### src/sv/mecanum_wheel_speed_scaler_unit_defines.svh
// ----------------------------------------------------------------------------
// Mecanum wheel speed scaler: assertion macros
// Shared concurrent assertion forms used by the RTL of this block.
// ----------------------------------------------------------------------------
`ifndef MECANUM_WHEEL_SPEED_SCALER_UNIT_DEFINES_SVH
`define MECANUM_WHEEL_SPEED_SCALER_UNIT_DEFINES_SVH

// same-cycle implication, disabled while reset is low
`define MWSS_ASSERT_IMP(label, clk, rst_n, ante, cons, msg) \
    label: assert property (@(posedge clk) disable iff (!rst_n) (ante) |-> (cons)) \
        else $error(msg);

// implication with a fixed delay, disabled while reset is low
`define MWSS_ASSERT_DLY(label, clk, rst_n, ante, dly, cons, msg) \
    label: assert property (@(posedge clk) disable iff (!rst_n) (ante) |-> ##(dly) (cons)) \
        else $error(msg);

`endif

### src/sv/mwss_pkg.sv
// ----------------------------------------------------------------------------
// Mecanum wheel speed scaler: package
// Widths, pipeline depths and the bundles passed between pipeline sections.
// ----------------------------------------------------------------------------
`default_nettype none

package mwss_pkg;

    // field widths
    localparam int LANES      = 4;
    localparam int VEL_W      = 13;
    localparam int YAW_W      = 16;
    localparam int ARM_W      = 16;
    localparam int GAIN_W     = 16;
    localparam int LIMIT_W    = 15;
    localparam int SPD_W      = 16;

    // internal widths
    localparam int SUM_W      = 15;                 // -x +/- y
    localparam int TURN_W     = YAW_W + ARM_W + 1;  // w * R
    localparam int LIN_FRAC   = 18;                 // fraction bits of wheel speed
    localparam int LIN_W      = 34;                 // wheel linear speed
    localparam int PROD_W     = LIN_W + GAIN_W + 1; // speed times gain
    localparam int FRAC_SHIFT = 26;                 // fraction bits of the product
    localparam int MAG_W      = 22;                 // wheel rpm magnitude
    localparam int QUO_W      = LIMIT_W;            // rescaled magnitude
    localparam int NUM_W      = MAG_W + LIMIT_W;    // dividend of the rescale

    // motors one and three change sign
    localparam logic [LANES-1:0] FLIP_MASK = 4'b0101;

    // pipeline depths
    localparam int KIN_DEPTH  = 4;
    localparam int PEAK_DEPTH = 3;
    localparam int LATENCY    = KIN_DEPTH + PEAK_DEPTH + QUO_W + 1;

    // wheel magnitudes after gain and truncation
    typedef struct packed {
        logic                         valid;
        logic [LANES-1:0]             neg;
        logic [LANES-1:0][MAG_W-1:0]  mag;
    } t_wheel_mag;

    // rescale request: one shared divisor, one dividend per wheel
    typedef struct packed {
        logic                         valid;
        logic                         scaled;
        logic [LANES-1:0]             neg;
        logic [MAG_W-1:0]             divisor;
        logic [LANES-1:0][NUM_W-1:0]  num;
    } t_div_req;

    // rescale result
    typedef struct packed {
        logic                         valid;
        logic                         scaled;
        logic [LANES-1:0]             neg;
        logic [LANES-1:0][QUO_W-1:0]  quo;
    } t_div_res;

endpackage

`default_nettype wire

### src/sv/mwss_peak.sv
// ----------------------------------------------------------------------------
// Mecanum wheel speed scaler: peak search and rescale setup
// Registered max tree over the four magnitudes, limit compare, dividend setup.
// ----------------------------------------------------------------------------
`default_nettype none

module mwss_peak
    import mwss_pkg::*;
(
    input  logic                i_clk,
    input  logic                i_rst_n,
    input  t_wheel_mag          i_wheel,
    input  logic [LIMIT_W-1:0]  i_speed_limit,
    output t_div_req            o_req
);

    // stage A: pairwise maxima
    logic                         r_a_vld;
    logic [LANES-1:0]             r_a_neg;
    logic [LANES-1:0][MAG_W-1:0]  r_a_mag;
    logic [MAG_W-1:0]             r_max_lo;
    logic [MAG_W-1:0]             r_max_hi;
    // stage B: peak and limit compare
    logic                         r_b_vld;
    logic [LANES-1:0]             r_b_neg;
    logic [LANES-1:0][MAG_W-1:0]  r_b_mag;
    logic [MAG_W-1:0]             r_top;
    logic                         r_b_scaled;
    logic [MAG_W-1:0]             n_top;
    // stage C: division request
    t_div_req                     r_req;
    t_div_req                     n_req;

    assign n_top = (r_max_lo > r_max_hi) ? r_max_lo : r_max_hi;

    // unscaled items divide by one so that the quotient is the magnitude
    always_comb begin
        n_req.valid   = r_b_vld;
        n_req.scaled  = r_b_scaled;
        n_req.neg     = r_b_neg;
        n_req.divisor = r_b_scaled ? r_top : MAG_W'(1);
        for (int l = 0; l < LANES; l++) begin
            n_req.num[l] = r_b_scaled ? NUM_W'(r_b_mag[l] * i_speed_limit)
                                      : NUM_W'(r_b_mag[l]);
        end
    end

    always_ff @(posedge i_clk) begin
        if (!i_rst_n) begin
            r_a_vld     <= 1'b0;
            r_b_vld     <= 1'b0;
            r_req.valid <= 1'b0;
        end else begin
            r_a_vld    <= i_wheel.valid;
            r_a_neg    <= i_wheel.neg;
            r_a_mag    <= i_wheel.mag;
            r_max_lo   <= (i_wheel.mag[0] > i_wheel.mag[1]) ? i_wheel.mag[0]
                                                            : i_wheel.mag[1];
            r_max_hi   <= (i_wheel.mag[2] > i_wheel.mag[3]) ? i_wheel.mag[2]
                                                            : i_wheel.mag[3];
            r_b_vld    <= r_a_vld;
            r_b_neg    <= r_a_neg;
            r_b_mag    <= r_a_mag;
            r_top      <= n_top;
            r_b_scaled <= n_top > MAG_W'(i_speed_limit);
            r_req      <= n_req;
        end
    end

    assign o_req = r_req;

endmodule

`default_nettype wire

### config.mk
export PLATFORM = sky130hd
export DESIGN_NAME = mwss_peak
export DESIGN_NICKNAME = d
export VERILOG_FILES = /design/src/sv/mecanum_wheel_speed_scaler_unit_defines.svh /design/src/sv/mwss_pkg.sv /design/src/sv/mwss_peak.sv
export SDC_FILE = /design/constraint.sdc
export NUM_CORES = 2
export LEC_CHECK = 0
export ABC_AREA = 1
export BUFFER_PORTS_ARGS = -buffer_cell sky130_fd_sc_hd__buf_2
export CAP_MARGIN = 20
export CORE_MARGIN = 10
export CORE_UTILIZATION = 33
export CTS_BUF_LIST = sky130_fd_sc_hd__clkbuf_2
export CTS_CLUSTER_SIZE = 28
export DETAILED_ROUTE_END_ITERATION = 16
export SLEW_MARGIN = 20
export SYNTH_ARGS = -nofsm -noshare
export SYNTH_HDL_FRONTEND = slang
export SYNTH_SLANG_ARGS = --single-unit
### constraint.sdc
create_clock -name i_clk -period 21.4 [get_ports i_clk]
set_clock_uncertainty 0.1 [all_clocks]
set_input_delay 4.28 -clock i_clk [delete_from_list [all_inputs] [get_ports i_clk]]
set_output_delay 4.28 -clock i_clk [all_outputs]
set_load 0.05 [all_outputs]
* After elaboration in Yosys (flattened, before gate mapping)
Cells that the tools add are included.
** Storage, ports and cells
- Register bits after elaboration :: 429
- Input port bits :: 110
- Output and inout port bits :: 176
- Word-level logic and storage cells :: 43
** Operators by class
- Multipliers :: 4
- Order comparisons :: 4
- Multiplexer cells :: 7
** Operator list (number)
- $mux W22 :: 7
- $mul A22 B15 Y37 :: 4
- $gt A22 B22 Y1 :: 3
- $gt A22 B15 Y1 :: 1

* Logic depth before layout (Yosys ltp)
- Depth in word-level cells :: 3
- Mapped depth :: 28
- Gate-level depth less buffers :: 26

* Worst setup path after synthesis
No wires, ideal clock.
- Path type :: input to register
- Start :: in i_speed_limit[3]
- End :: reg r_req, in the netlist o_req[66], data pin
- Library setup time :: 0.253 ns
- Data arrival time :: 9.469 ns
- Required time :: 21.047 ns
- Path slack :: 11.578 ns
- Stages :: 25
- Path buffers :: 3
- Cells stage by stage :: clkbuf_1 -> clkbuf_1 -> buf_1 -> nand2_1 -> fa_1 -> inv_1 -> fa_1 -> fa_1 -> inv_1 -> fa_1 -> inv_1 -> fa_1 -> inv_1 -> fa_1 -> inv_1 -> ha_1 -> nand2_1 -> inv_1 -> a21oi_1 -> o21ai_0 -> a21oi_1 -> a21boi_0 -> nand2_1 -> nand2_1 -> nor2_1
** Between the ends
- Longest elaborated chain between the ends :: 1
** RTL lines
- from (decl) :: RTL line mwss_peak.sv:13 : input logic [LIMIT_W-1:0] i_speed_limit,
- $mul A22 B15 Y37 :: RTL line mwss_peak.sv:43 : n_req.num[l] = r_b_scaled ? NUM_W'(r_b_mag[l] * i_speed_limit)
- to (signal assigned) :: RTL line mwss_peak.sv:66 : r_req <= n_req;
- to (decl) :: RTL line mwss_peak.sv:31 : t_div_req r_req;
No other way between the ends.
A chain may end at the register's enable or synchronous reset.

* Final worst setup path
- Start :: in i_speed_limit[7]
- End :: reg r_req, in the netlist o_req[36], data pin
Same word-level chain as after synthesis.

==> flow_summary_export.csv <==
group,metric,value,unit
outcome,status,"finished, final reports clean",
critical_path,cp-start-kind,"primary input",
sta,fmax,0.106,GHz
critical_path,crit_path_cell_trace,"buf_4 > buf_4 > nand2_1 > fa_1 > fa_1 > inv_1 > fa_1 > inv_1 > fa_1 > inv_1 > fa_1 > inv_1 > fa_1 > inv_1 > ha_1 > inv_1 > o21bai_1 > a21oi_1 > o21ai_0 > a21oi_1 > nand3_1 > nand2_1 > nand2_1 > nor2_1",
sta,finalSetupViolCount,0,
critical_path,crit_required,22.65,ns
synthesis,ys_ff_latch,429,
synthesis,yosysTopAreaCell,"fa_1",
synthesis,synth_async_sr_flop_share,0,%
global_routing,grt_max_degree,137,
synthesis,ys.warnings.count,0,
critical_path,r2r_start,"r_b_mag[9]$_DFFE_PP_",
critical_path,crit_buf_inv,8,
drt,antenna_left,0,
clock_network,cts_root_buf,"clkbuf_2",
hold_path,whs_endpoint,"r_b_mag[9]$_DFFE_PP_",
floorplanning,die_h,455,um
critical_path,slowest_stage,"buf_4",
critical_path,rrSetupSlack,14.73,ns
clock_network,path_clk_slew,0.11,ns
critical_path,arrival,10.72,ns
sta,fin_tns_setup,0,ns
clock_network,postCtsHoldBufs,0,
synthesis,synthTopCellsByCount,"inv_1, nand2_1, fa_1",
synthesis,netlist_area,62400,um^2
critical_path,cp_max_fo,60,
floorplanning,die_x,455,um
final_layout,final_layout_size_suffix_gt1_share,7.67,%
synthesis,synthMostInstantiatedCell,"inv_1",
synthesis,ys_seq_area_share,20.6,%
drt,drt_iter0_markers,3112,
sta,max_slew_margin,22.1,%
floorplanning,core.rowCount,159,
place,place_hpwl,147000,um
synthesis,synth_cell_types,49,
hold_path,hold_path_class,"reg -> reg",
synthesis,syn-instance-count,7535,
synthesis,synth_top_area_share,33.1,%
synthesis,synthTopCellsByArea,"fa_1, edfxtp_1, inv_1",
place,numPortBuffers,285,
drt,wl_per_cell,18.2,um
synthesis,syn_avg_cell_area,8.28,um^2
clock_network,numCtsBuffers,119,
final_layout,fin_nets,9248,
sta,finalHoldViolations,0,
critical_path,rr_worst_depth,20,
floorplanning,dieArea,207000,um^2
floorplanning,fp.coreArea,188000,um^2
clock_network,insertion_delay,1.70,ns
clock_network,cts_sinks,429,
clock_network,htreeDepth,3,
sta,grt_setup_unrepaired,"no",
clock_network,post_cts_resized,0,
drt,dr.pass1.iters,6,
drt,vias,47800,
sta,slew_viol_final,0,
sta,period_share,44.2,%
job,max_cap_violations,0,
critical_path,cp_slowest_stage_delay,0.72,ns
global_routing,grtUsageTotal,18.2,%
place,place_congestion,0.933,
clock_network,cts_tree,"built",
drt,drt-vias-per-instance,4.68,
critical_path,crit_type,"in -> reg",
global_routing,overflow,0,
critical_path,r2r-end,"o_req[31]$_SDFFCE_PN0P_",
clock_network,cts_buffer_depth,3,
global_routing,grt_pass1_wl,294000,um
floorplanning,pin_count,286,
sta,worst_pin_slew,1.17,ns
synthesis,synth-edff-count,426,
global_routing,antenna_found_initial,30,
synthesis,ys.flop_type,"edfxtp_1",
hold_path,min_path_cells,0,
drt,totalWireLength,186000,um
sta,min_period,9.46,ns
critical_path,crit_family,"adder cells",
synthesis,synth_nets,9162,
hold_path,hp-start,"r_a_mag[9]$_DFFE_PP_",
critical_path,end_kind,"register",
final_layout,area_delta_synth_final,7.82,%
global_routing,grt_pass1_vias,52100,
drt,drc_errors,0,
floorplanning,start_util,33.2,%
clock_network,post_cts_buffers,0,
state kept, by name, summed over array words and instances, names as in the netlist:
register / flops
o_req: 176
r_a_mag: 88
r_b_mag: 88
r_max_hi: 22
r_max_lo: 22
r_top: 22
r_a_neg: 4
r_b_neg: 4
r_a_vld: 1
r_b_scaled: 1
r_b_vld: 1
placed cells by master, fill, tap and decap left out, types with 13 or more instances in the layout:
| master | n |
|---|---|
| nor3_1 | 16 |
| o21ai_2 | 19 |
| o21ai_0 | 160 |
| o21bai_1 | 25 |
| fa_1 | 1032 |
| buf_4 | 53 |
| xnor2_1 | 36 |
| nand3_1 | 98 |
| clkinv_1 | 36 |
| nor2_1 | 346 |
| ha_1 | 485 |
| edfxtp_1 | 426 |
| clkbuf_2 | 151 |
| a21o_1 | 13 |
| a21oi_1 | 264 |
| clkinv_2 | 16 |
| nand2_1 | 1942 |
| a21oi_2 | 23 |
| a31oi_1 | 31 |
| buf_2 | 269 |
| nand4_1 | 29 |
| inv_1 | 2125 |
worst max path at each step:
stage / startpoint / to / slack (ns) / depth (start not counted)
6_report: i_speed_limit[7] / o_req[36]$_SDFFCE_PN0P_ / 11.94 / 24
5_1_grt: i_speed_limit[3] / o_req[63]$_SDFFCE_PN0P_ / 11.69 / 20
4_1_cts: i_speed_limit[3] / o_req[63]$_SDFFCE_PN0P_ / 12.22 / 20
3_5_place_dp: i_speed_limit[6] / o_req[63]$_SDFFCE_PN0P_ / 10.36 / 20
3_3_place_gp: i_speed_limit[3] / o_req[63]$_SDFFCE_PN0P_ / 10.39 / 20
2_1_floorplan: i_speed_limit[3] / o_req[66]$_SDFFCE_PN0P_ / 11.58 / 25
cell type report:
type | instances | area (um^2)
fill | 19600 | 121000
multi-input combinational | 4617 | 40100
sequential | 429 | 12900
inverter | 2129 | 7990
tap | 2495 | 3120
timing repair buffer | 325 | 1790
clock buffer | 151 | 756
clock inverter | 69 | 616
antenna | 4 | 10.0
stage by stage:
step                      area [um^2]  hold WS, ns  cells  setup slack (ns)  utilization, %
after global routing            67300        0.243  10200             11.69            35.8
after CTS                       67200        0.139  10200             12.22            35.8
final                           67300        0.195  10200             11.94            35.8
after floorplan                 62400        0.290   7535             11.58               -
after global placement          65900        0.293   9995             10.39            35.1
after detailed placement        65900        0.298   9995             10.36            35.1
metal layers:
layer	track usage [%]	wire length, um
met1	23.6	79600
met2	30.5	88000
met3	3.43	12100
met4	6.16	5780
met5	0	264
logic make-up after synthesis:
kind of cell | synth area share, %
buffers and inverters | 15.1
adders and majority gates | 42.9
and+or+nand+nor | 15.6
xor gates and xnor gates | 0.646
AOI/OAI and AO/OA | 5.22
DFF | 20.6
Power is not shown: default switching activity piles up to over one toggle a cycle in this logic, so the estimate is an artifact.
